`config.mk`:
```
export PLATFORM = sky130hd
export DESIGN_NAME = websocket_frame_deframer_top_flat
export DESIGN_NICKNAME = d
export VERILOG_FILES = /design/src/hdl/wsfd_pkg.sv /design/src/hdl/wsfd_req_if.sv /design/src/hdl/wsfd_rsp_if.sv /design/src/hdl/wsfd_parser.sv /design/src/hdl/wsfd_out_buf.sv /design/src/hdl/websocket_frame_deframer_top.sv /design/src/flat_wrapper.sv
export SDC_FILE = /design/constraint.sdc
export NUM_CORES = 1
export LEC_CHECK = 0
export BUFFER_PORTS_ARGS = -buffer_cell sky130_fd_sc_hd__buf_2
export CAP_MARGIN = 20
export CORE_ASPECT_RATIO = 2
export CORE_MARGIN = 4
export CORE_UTILIZATION = 50
export DETAILED_ROUTE_END_ITERATION = 6
export PLACE_DENSITY_LB_ADDON = 0.1
export SYNTH_ARGS = -nofsm -noshare
export SYNTH_HDL_FRONTEND = slang
export SYNTH_SLANG_ARGS = --single-unit
```
`constraint.sdc`:
```
create_clock -name clock -period 11.25 [get_ports clock]
set_input_delay 1.6875 -clock clock [delete_from_list [all_inputs] [get_ports clock]]
set_output_delay 1.6875 -clock clock [all_outputs]
set_load 0.02 [all_outputs]
```
`src/hdl/wsfd_pkg.sv`:
```
// ----------------------------------------------------------------------------
// wsfd_pkg: shared types and constants for the websocket frame deframer
// holds the parse phase encoding, header constants and the result word type
// ----------------------------------------------------------------------------
package wsfd_pkg;

   // parse phases, one-hot
   typedef enum logic [4:0] {
      PH_HDR0    = 5'b00001,
      PH_HDR1    = 5'b00010,
      PH_EXTLEN  = 5'b00100,
      PH_MASKKEY = 5'b01000,
      PH_PAYLOAD = 5'b10000
   } phase_type;

   // 7-bit length codes that select the extended length forms
   localparam logic [6:0] LEN_CODE16 = 7'd126;
   localparam logic [6:0] LEN_CODE64 = 7'd127;

   // extended length / mask key byte counts, minus one
   localparam logic [2:0] EXT16_LAST  = 3'd1;
   localparam logic [2:0] EXT64_LAST  = 3'd7;
   localparam logic [2:0] MASKKEY_LAST = 3'd3;

   // data opcodes that can end a complete message
   localparam logic [3:0] OP_TEXT   = 4'd1;
   localparam logic [3:0] OP_BINARY = 4'd2;

   // one result word
   typedef struct packed {
      logic [7:0] payload_byte;
      logic       payload_valid;
      logic       end_of_frame;
      logic       complete_message;
      logic [3:0] frame_opcode;
   } rsp_type;

endpackage

```
`src/hdl/wsfd_req_if.sv`:
```
// ----------------------------------------------------------------------------
// wsfd_req_if: raw byte stream channel
// valid/ready handshake carrying one received stream byte per word
// ----------------------------------------------------------------------------
interface wsfd_req_if;
   logic       valid;
   logic       ready;
   logic [7:0] in_byte;

   modport source (output valid, output in_byte, input ready);
   modport sink   (input valid, input in_byte, output ready);
endinterface

```
`src/hdl/wsfd_rsp_if.sv`:
```
// ----------------------------------------------------------------------------
// wsfd_rsp_if: deframed payload channel
// valid/ready handshake carrying one payload byte or end marker per word
// ----------------------------------------------------------------------------
interface wsfd_rsp_if;
   logic       valid;
   logic       ready;
   logic [7:0] payload_byte;
   logic       payload_valid;
   logic       end_of_frame;
   logic       complete_message;
   logic [3:0] frame_opcode;

   modport source (output valid, output payload_byte, output payload_valid,
                   output end_of_frame, output complete_message,
                   output frame_opcode, input ready);
   modport sink   (input valid, input payload_byte, input payload_valid,
                   input end_of_frame, input complete_message,
                   input frame_opcode, output ready);
endinterface

```
`src/hdl/wsfd_parser.sv`:
```
// ----------------------------------------------------------------------------
// wsfd_parser: per-byte frame header parser and payload unmasker
// updates the parse state on every accepted byte and forms at most one result
// ----------------------------------------------------------------------------
module wsfd_parser (
   input  logic             clock,
   input  logic             reset,
   input  logic             accept,
   input  logic [7:0]       in_byte,
   output logic             res_valid,
   output wsfd_pkg::rsp_type res
);
   import wsfd_pkg::*;

   phase_type   phase_ff,  phase_in;
   logic        fin_ff,    fin_in;
   logic [3:0]  opcode_ff, opcode_in;
   logic        masked_ff, masked_in;
   logic [2:0]  count_ff,  count_in;
   logic [63:0] rem_ff,    rem_in;
   logic [31:0] key_ff,    key_in;
   logic [1:0]  idx_ff,    idx_in;

   always_comb begin
      logic        len_known;
      logic        hdr_done;
      logic [63:0] len_val;
      logic [6:0]  code;
      logic [7:0]  kb;
      logic        last;

      phase_in  = phase_ff;
      fin_in    = fin_ff;
      opcode_in = opcode_ff;
      masked_in = masked_ff;
      count_in  = count_ff;
      rem_in    = rem_ff;
      key_in    = key_ff;
      idx_in    = idx_ff;
      len_known = 1'b0;
      hdr_done  = 1'b0;
      len_val   = rem_ff;
      code      = in_byte[6:0];
      kb        = 8'h00;
      last      = 1'b0;
      res_valid = 1'b0;
      res       = '0;
      res.frame_opcode = opcode_ff;

      case (phase_ff)
         PH_HDR1: begin
            masked_in = in_byte[7];
            if (code == LEN_CODE16 || code == LEN_CODE64) begin
               rem_in   = '0;
               count_in = (code == LEN_CODE16) ? EXT16_LAST : EXT64_LAST;
               phase_in = PH_EXTLEN;
            end else begin
               len_val   = {57'd0, code};
               len_known = 1'b1;
            end
         end
         PH_EXTLEN: begin
            len_val = {rem_ff[55:0], in_byte};
            if (count_ff == 3'd0) begin
               len_known = 1'b1;
            end else begin
               rem_in   = len_val;
               count_in = count_ff - 3'd1;
            end
         end
         PH_MASKKEY: begin
            key_in = {key_ff[23:0], in_byte};
            if (count_ff == 3'd0) begin
               hdr_done = 1'b1;
            end else begin
               count_in = count_ff - 3'd1;
            end
         end
         PH_PAYLOAD: begin
            if (masked_ff) begin
               kb = key_ff[{~idx_ff, 3'b000} +: 8];
            end
            idx_in = idx_ff + 2'd1;
            rem_in = rem_ff - 64'd1;
            last   = (rem_ff == 64'd1);
            if (last) begin
               phase_in = PH_HDR0;
            end
            res_valid            = 1'b1;
            res.payload_byte     = in_byte ^ kb;
            res.payload_valid    = 1'b1;
            res.end_of_frame     = last;
            res.complete_message = last && fin_ff &&
                                   (opcode_ff == OP_TEXT || opcode_ff == OP_BINARY);
         end
         default: begin
            // first header byte, also any stray phase code
            fin_in    = in_byte[7];
            opcode_in = in_byte[3:0];
            phase_in  = PH_HDR1;
         end
      endcase

      // length known: mask key next, or header finished
      if (len_known) begin
         rem_in = len_val;
         if (masked_in) begin
            phase_in = PH_MASKKEY;
            count_in = MASKKEY_LAST;
            key_in   = '0;
         end else begin
            hdr_done = 1'b1;
         end
      end

      // header finished: payload follows, or the frame is empty
      if (hdr_done) begin
         idx_in = 2'd0;
         if (len_val == 64'd0) begin
            phase_in             = PH_HDR0;
            res_valid            = 1'b1;
            res.end_of_frame     = 1'b1;
            res.complete_message = fin_ff &&
                                   (opcode_ff == OP_TEXT || opcode_ff == OP_BINARY);
         end else begin
            phase_in = PH_PAYLOAD;
         end
      end

      if (!accept) begin
         res_valid = 1'b0;
      end
   end

   always_ff @(posedge clock) begin
      if (reset) begin
         phase_ff  <= PH_HDR0;
         fin_ff    <= 1'b0;
         opcode_ff <= 4'd0;
         masked_ff <= 1'b0;
         count_ff  <= 3'd0;
         rem_ff    <= '0;
         key_ff    <= '0;
         idx_ff    <= 2'd0;
      end else if (accept) begin
         phase_ff  <= phase_in;
         fin_ff    <= fin_in;
         opcode_ff <= opcode_in;
         masked_ff <= masked_in;
         count_ff  <= count_in;
         rem_ff    <= rem_in;
         key_ff    <= key_in;
         idx_ff    <= idx_in;
      end
   end

   a_empty_is_end: assert property (@(posedge clock) disable iff (reset)
      res_valid && !res.payload_valid |-> res.end_of_frame && res.payload_byte == 8'h00)
      else $error("empty result without end of frame");

   a_complete_at_end: assert property (@(posedge clock) disable iff (reset)
      res_valid && res.complete_message |-> res.end_of_frame)
      else $error("complete message flagged before end of frame");

   a_payload_has_length: assert property (@(posedge clock) disable iff (reset)
      phase_ff == PH_PAYLOAD |-> rem_ff != 64'd0)
      else $error("payload phase with no bytes left");

endmodule

```
`src/hdl/wsfd_out_buf.sv`:
```
// ----------------------------------------------------------------------------
// wsfd_out_buf: result register with one skid entry
// decouples the result channel from the byte input, ready is registered
// ----------------------------------------------------------------------------
module wsfd_out_buf (
   input  logic              clock,
   input  logic              reset,
   input  logic              push,
   input  wsfd_pkg::rsp_type push_data,
   output logic              space,
   output logic              out_valid,
   output wsfd_pkg::rsp_type out_data,
   input  logic              out_ready
);
   import wsfd_pkg::*;

   logic    out_valid_ff,  out_valid_in;
   rsp_type out_data_ff,   out_data_in;
   logic    skid_valid_ff, skid_valid_in;
   rsp_type skid_data_ff,  skid_data_in;
   logic    take;

   assign take = out_valid_ff && out_ready;

   always_comb begin
      out_valid_in  = out_valid_ff;
      out_data_in   = out_data_ff;
      skid_valid_in = skid_valid_ff;
      skid_data_in  = skid_data_ff;
      if (skid_valid_ff) begin
         if (take) begin
            out_data_in   = skid_data_ff;
            skid_valid_in = 1'b0;
         end
      end else if (push) begin
         if (!out_valid_ff || take) begin
            out_valid_in = 1'b1;
            out_data_in  = push_data;
         end else begin
            skid_valid_in = 1'b1;
            skid_data_in  = push_data;
         end
      end else if (take) begin
         out_valid_in = 1'b0;
      end
   end

   always_ff @(posedge clock) begin
      if (reset) begin
         out_valid_ff  <= 1'b0;
         skid_valid_ff <= 1'b0;
      end else begin
         out_valid_ff  <= out_valid_in;
         skid_valid_ff <= skid_valid_in;
      end
      out_data_ff  <= out_data_in;
      skid_data_ff <= skid_data_in;
   end

   assign space     = !skid_valid_ff;
   assign out_valid = out_valid_ff;
   assign out_data  = out_data_ff;

   a_skid_behind_out: assert property (@(posedge clock) disable iff (reset)
      skid_valid_ff |-> out_valid_ff)
      else $error("skid entry held with empty output register");

   a_no_push_when_full: assert property (@(posedge clock) disable iff (reset)
      push |-> !skid_valid_ff)
      else $error("result pushed while skid entry is occupied");

   a_stall_fills_skid: assert property (@(posedge clock) disable iff (reset)
      push && out_valid_ff && !out_ready |=> skid_valid_ff)
      else $error("stalled result not captured in skid entry");

endmodule

```
`src/hdl/websocket_frame_deframer_top.sv`:
```
// ----------------------------------------------------------------------------
// websocket_frame_deframer_top: byte-serial websocket frame deframer
// req_chan takes the raw frame stream, one byte per word, frames back to back.
// the parser reads the fin bit and opcode, the 7-bit length with its 16-bit or
// 64-bit extended forms, and the optional 4-byte mask key; header bytes give
// no word on rsp_chan. each payload byte leaves rsp_chan unmasked, the last
// one flagged end_of_frame with complete_message for a final text or binary
// frame; an empty frame gives a single end word with payload_valid low.
// a result word is registered in the result register, or in the skid entry
// while the receiver stalls. throughput: one byte per cycle while the skid entry is
// free; the parse step between the parser state registers and the result register is combinational.
// reset: parser waits for a first header byte, result buffer is empty.
// receiver stall: the result register plus one skid entry absorb the stall;
// req_chan.ready drops only once the skid entry holds a word, so header bytes
// and one more payload byte are still taken while a result waits.
// ----------------------------------------------------------------------------
module websocket_frame_deframer_top (
   input  logic       clock,
   input  logic       reset,
   wsfd_req_if.sink   req_chan,
   wsfd_rsp_if.source rsp_chan
);
   import wsfd_pkg::*;

   logic    accept;
   logic    res_valid;
   rsp_type res;
   logic    space;
   logic    out_valid;
   rsp_type out_data;

   // byte taken when the buffer has room for a possible result
   assign req_chan.ready = space;
   assign accept         = req_chan.valid && space;

   // header parse and unmask, one byte per cycle while the buffer has room
   wsfd_parser u_parser (
      .clock     (clock),
      .reset     (reset),
      .accept    (accept),
      .in_byte   (req_chan.in_byte),
      .res_valid (res_valid),
      .res       (res)
   );

   // result register and skid entry
   wsfd_out_buf u_out_buf (
      .clock     (clock),
      .reset     (reset),
      .push      (res_valid),
      .push_data (res),
      .space     (space),
      .out_valid (out_valid),
      .out_data  (out_data),
      .out_ready (rsp_chan.ready)
   );

   // result channel payload
   assign rsp_chan.valid            = out_valid;
   assign rsp_chan.payload_byte     = out_data.payload_byte;
   assign rsp_chan.payload_valid    = out_data.payload_valid;
   assign rsp_chan.end_of_frame     = out_data.end_of_frame;
   assign rsp_chan.complete_message = out_data.complete_message;
   assign rsp_chan.frame_opcode     = out_data.frame_opcode;

endmodule
```
`src/flat_wrapper.sv`:
```
// flat-port wrapper written by rule: the top's interface ports become plain ports
module websocket_frame_deframer_top_flat import wsfd_pkg::*;
  (clock, reset, req_chan_valid, req_chan_in_byte, req_chan_ready, rsp_chan_valid, rsp_chan_payload_byte, rsp_chan_payload_valid, rsp_chan_end_of_frame, rsp_chan_complete_message, rsp_chan_frame_opcode, rsp_chan_ready);
  wsfd_req_if req_chan_i ();
  wsfd_rsp_if rsp_chan_i ();
  input  logic clock;
  input  logic reset;
  input wire logic [$bits(req_chan_i.valid)-1:0] req_chan_valid;
  input wire logic [$bits(req_chan_i.in_byte)-1:0] req_chan_in_byte;
  output wire logic [$bits(req_chan_i.ready)-1:0] req_chan_ready;
  output wire logic [$bits(rsp_chan_i.valid)-1:0] rsp_chan_valid;
  output wire logic [$bits(rsp_chan_i.payload_byte)-1:0] rsp_chan_payload_byte;
  output wire logic [$bits(rsp_chan_i.payload_valid)-1:0] rsp_chan_payload_valid;
  output wire logic [$bits(rsp_chan_i.end_of_frame)-1:0] rsp_chan_end_of_frame;
  output wire logic [$bits(rsp_chan_i.complete_message)-1:0] rsp_chan_complete_message;
  output wire logic [$bits(rsp_chan_i.frame_opcode)-1:0] rsp_chan_frame_opcode;
  input wire logic [$bits(rsp_chan_i.ready)-1:0] rsp_chan_ready;
  assign req_chan_i.valid = req_chan_valid;
  assign req_chan_i.in_byte = req_chan_in_byte;
  assign req_chan_ready = req_chan_i.ready;
  assign rsp_chan_valid = rsp_chan_i.valid;
  assign rsp_chan_payload_byte = rsp_chan_i.payload_byte;
  assign rsp_chan_payload_valid = rsp_chan_i.payload_valid;
  assign rsp_chan_end_of_frame = rsp_chan_i.end_of_frame;
  assign rsp_chan_complete_message = rsp_chan_i.complete_message;
  assign rsp_chan_frame_opcode = rsp_chan_i.frame_opcode;
  assign rsp_chan_i.ready = rsp_chan_ready;
  websocket_frame_deframer_top u_core (.clock(clock), .reset(reset), .req_chan(req_chan_i), .rsp_chan(rsp_chan_i));
endmodule
```
==> run_results.csv <==
group,metric,value,unit
run_status,outcome,"finished clean",
logic_synthesis,synth_top_family_by_area,"compound AO/OA/AOI/OAI gates",
global_routing,grt_pass1_wl,38900,um
setup_path,timing_worst_setup_path_type,"primary input to register",
clocking,tritoncts,"yes",
die,num_rows,64,
detailed_routing,wire_per_inst,20.9,um
logic_synthesis,top_cells_by_area_synth,"sky130_fd_sc_hd__dfxtp_1, sky130_fd_sc_hd__edfxtp_1, sky130_fd_sc_hd__nand2_1",
die,die_h,184,um
logic_synthesis,post_synth_inst_count,962,
logic_synthesis,synthXorXnorAreaFrac,0.0148,
global_routing,gr-usage-all-layers,0.288,
setup_path,critical_path_launch_point_type,"primary input",
global_routing,grt_overflow_total,0,
logic_synthesis,synth_adder_area_share,0.00649,
logic_synthesis,yosys-mux-area-fraction,0.0399,
finish,layout_commonest_cell,"sky130_fd_sc_hd__nand2_1",
power_and_ir_drop,power_leakage,2.99,nW
logic_synthesis,synth-simple-area-share,0.228,
finish,final_cell_mix,"sky130_fd_sc_hd__nand2_1, sky130_fd_sc_hd__dfxtp_1, sky130_fd_sc_hd__a21oi_1",
setup_path,critical_path.endpoint_type,"register",
logic_synthesis,synthFlopType,"sky130_fd_sc_hd__dfxtp_1",
clocking,cts_buffer_depth,2,
finish,non_filler_instance_count_after_layout,1164,
power_and_ir_drop,power.ir.vdd_worst,0.116,mV
finish,fin_area,8580,sq um
sta,rsz0062_at_grt,"no",
detailed_routing,postRouteAntennaNets,0,
flow_run,max_cap_violations,0,
clocking,clock_latency_late_sink,0.43,ns
detailed_routing,tritonroute_pass_1_iters,5,
finish,antenna_cells_inserted,0,
clocking,cts_hold_repair.buffers,0,
detailed_routing,routed_via_density,6.40,
placed_design,routabilityCongestion,0.925,
setup_path,cp_data_required_time,11.37,ns
power_and_ir_drop,power.density_cell_area,153,nW/um^2
sta,timing.max_slew.rel_slack,0.375,
logic_synthesis,yosysWarnings,0,
sta,totalNegativeSetupSlack,0,ns
global_routing,grt_pass1_vias,7381,
sta,max_clock_freq,229,MHz
finish,layout.filler_cells,1484,
clocking,cts_made_buffers,17,
global_routing,largest_net_degree_at_the_start_of_global_routing,78,
detailed_routing,wl,24400,um
logic_synthesis,proportion_of_register_bits_with_asynchronous_set_or_reset_after_synthesis,0,
die,core_area,15200,sq um
clocking,tritoncts_num_sinks,144,
die,die_w,95.8,um
logic_synthesis,synth.cell_area,7710,sq um
sta,hold_slack,0.457,ns
detailed_routing,dr.first_iter.drc_count,486,
placed_design,port-buffer-count,28,
logic_synthesis,synth.distinct_cells,58,
setup_path,cp_data_arrival_time,4.49,ns
logic_synthesis,synth-edff-count,30,
clocking,clkSlewWorstSetupHoldPaths,0.06,ns
sta,worst_pin_slew,0.924,ns
logic_synthesis,ys_seq_area_frac,0.413,
min_path,class_of_the_worst_hold_path,"register to register",
logic_synthesis,post-synth-top-area-cell,"sky130_fd_sc_hd__dfxtp_1",
logic_synthesis,ys_seq_elements,144,
placed_design,detailed_place.area,7940,sq um
sta,final_period_minus_worst_setup_slack,4.37,ns
detailed_routing,vias,7454,
logic_synthesis,synth-compound-area-share,0.252,
setup_path,worstPathMaxFanout,15,
placed_design,placed_cells,1129,
sta,finClkSkew,0.0100,ns
clocking,post_cts_buffers,0,
finish,net_count_final,969,
detailed_routing,drc_errors,0,
clocking,postCtsResizedCells,0,
global_routing,antenna_found_initial,0,
die,io_pins,29,
finish,area_growth_syn_to_layout,11.3,%
sta,slew_violations,0,
logic_synthesis,synthDominantCellAreaShare,0.296,
sta,finalHoldViolations,0,
sta,total_of_endpoints_with_negative_setup_slack_in_the_final_report,0,
die,initial_utilization,0.507,
clocking,ctsRootBufferMaster,"sky130_fd_sc_hd__clkbuf_16",
sta,layout_worst_path_cycle_share,0.389,
finish,final_layout_size_suffix_gt1_frac,0.100,
placed_design,hpwl,16900,um
logic_synthesis,mappedNetlistNets,978,
clocking,cts.htree.levels,4,
die,die-area,17600,sq um
logic_synthesis,synth.avg_cell_area,8.02,sq um
synth_stat cells, types with 6 or more instances:
cell	n
sky130_fd_sc_hd__nand2_1	158
sky130_fd_sc_hd__dfxtp_1	114
sky130_fd_sc_hd__a21oi_1	105
sky130_fd_sc_hd__nor2_1	91
sky130_fd_sc_hd__o21ai_0	76
sky130_fd_sc_hd__clkbuf_1	63
sky130_fd_sc_hd__nor3_1	36
sky130_fd_sc_hd__edfxtp_1	30
sky130_fd_sc_hd__nor4_1	20
sky130_fd_sc_hd__a22oi_1	19
sky130_fd_sc_hd__inv_1	17
sky130_fd_sc_hd__o31ai_1	16
sky130_fd_sc_hd__a32o_1	14
sky130_fd_sc_hd__nand3_1	14
sky130_fd_sc_hd__a22o_1	13
sky130_fd_sc_hd__or3_1	12
sky130_fd_sc_hd__a31oi_1	10
sky130_fd_sc_hd__xor2_1	10
sky130_fd_sc_hd__mux4_2	8
sky130_fd_sc_hd__a221oi_1	7
sky130_fd_sc_hd__a32oi_1	7
sky130_fd_sc_hd__or4_1	7
sky130_fd_sc_hd__a211oi_1	6
sky130_fd_sc_hd__and2_1	6
sky130_fd_sc_hd__and3_1	6
sky130_fd_sc_hd__mux2_2	6
sky130_fd_sc_hd__mux2i_1	6
sky130_fd_sc_hd__nor2b_1	6
sky130_fd_sc_hd__o22ai_1	6
per-layer routing:
layer,track usage,part of all wire,up-vias
met3,0.0365,0.041,90
li1,-,-,3521
met5,0,0,-
met4,0.194,0.066,0
met1,0.292,0.35,3571
met2,0.528,0.55,272
critical path: stages:
cell and delay (ns):
sky130_fd_sc_hd__buf_2 0.16, sky130_fd_sc_hd__nand4_1 0.16, sky130_fd_sc_hd__o211a_1 0.33, sky130_fd_sc_hd__o32a_1 0.37, sky130_fd_sc_hd__a211oi_1 0.20, sky130_fd_sc_hd__nor4b_1 0.77
sky130_fd_sc_hd__o21ai_0 0.30, sky130_fd_sc_hd__a22oi_1 0.23, sky130_fd_sc_hd__buf_4 0.27
per-stage QoR:
stage               setup WS [ns]  utilization  total power [mW]
floorplan                    6.29            -             0.695
global placement             5.92        0.522             0.758
detailed placement           5.90        0.522             0.758
CTS                          6.34        0.560              1.31
global route                 6.53        0.564              1.36
finish                       6.88        0.564              1.31
logic make-up after synthesis:
kind of cell	Yosys count
adders and majority gates	4
xor gates and xnor gates	13
buffers and inverters	89
DFF	144
AOI/OAI and AO/OA	309
and+or+nand+nor	383
muxes	20
registers in the layout (all words and copies together), names as in the netlist:
name	flops
u_core.u_parser.rem_ff	64
u_core.u_parser.key_ff	32
u_core.u_out_buf.out_data	15
u_core.u_out_buf.skid_data_ff	15
u_core.u_parser.phase_ff	5
u_core.u_parser.opcode_ff	4
u_core.u_parser.count_ff	3
u_core.u_parser.idx_ff	2
u_core.u_out_buf.out_valid	1
u_core.u_out_buf.skid_valid_ff	1
u_core.u_parser.fin_ff	1
u_core.u_parser.masked_ff	1
area by class of cell:
cell class | instances | area [sq um] | share of cell area
clock buffers | 17 | 425 | 0.0496
flip-flops and latches | 144 | 3180 | 0.371
multi-input cells | 729 | 4210 | 0.490
clock inverters | 15 | 150 | 0.0175
repair buffers | 44 | 304 | 0.0354
well taps | 198 | 248 | 0.0289
inverters | 17 | 63.8 | 0.00743
report_power, final:
group | switching [mW] | internal, mW | leakage (nW) | total (mW)
Clock | 0.246 | 0.312 | 0.283 | 0.558
Combinational | 0.142 | 0.0638 | 1.51 | 0.206
Sequential | 0.0112 | 0.534 | 1.20 | 0.545
worst paths after layout:
| path | from | endpoint | slack [ns] | cells past startpoint |
|---|---|---|---|---|
| min | u_core.u_parser.key_ff[24]$_SDFFE_PP0P_ | u_core.u_parser.key_ff[24]$_SDFFE_PP0P_ | 0.46 | 2 |
| min reg2reg | u_core.u_parser.key_ff[24]$_SDFFE_PP0P_ | u_core.u_parser.key_ff[24]$_SDFFE_PP0P_ | 0.46 | 2 |
| max reg2reg | u_core.u_parser.rem_ff[13]$_SDFFE_PP0P_ | u_core.u_out_buf.out_data[6]$_DFFE_PP_ | 7.09 | 8 |
| max | req_chan_in_byte[4] | u_core.u_out_buf.out_data[6]$_DFFE_PP_ | 6.88 | 9 |
No activity file was read; power rests on OpenSTA's default activity.
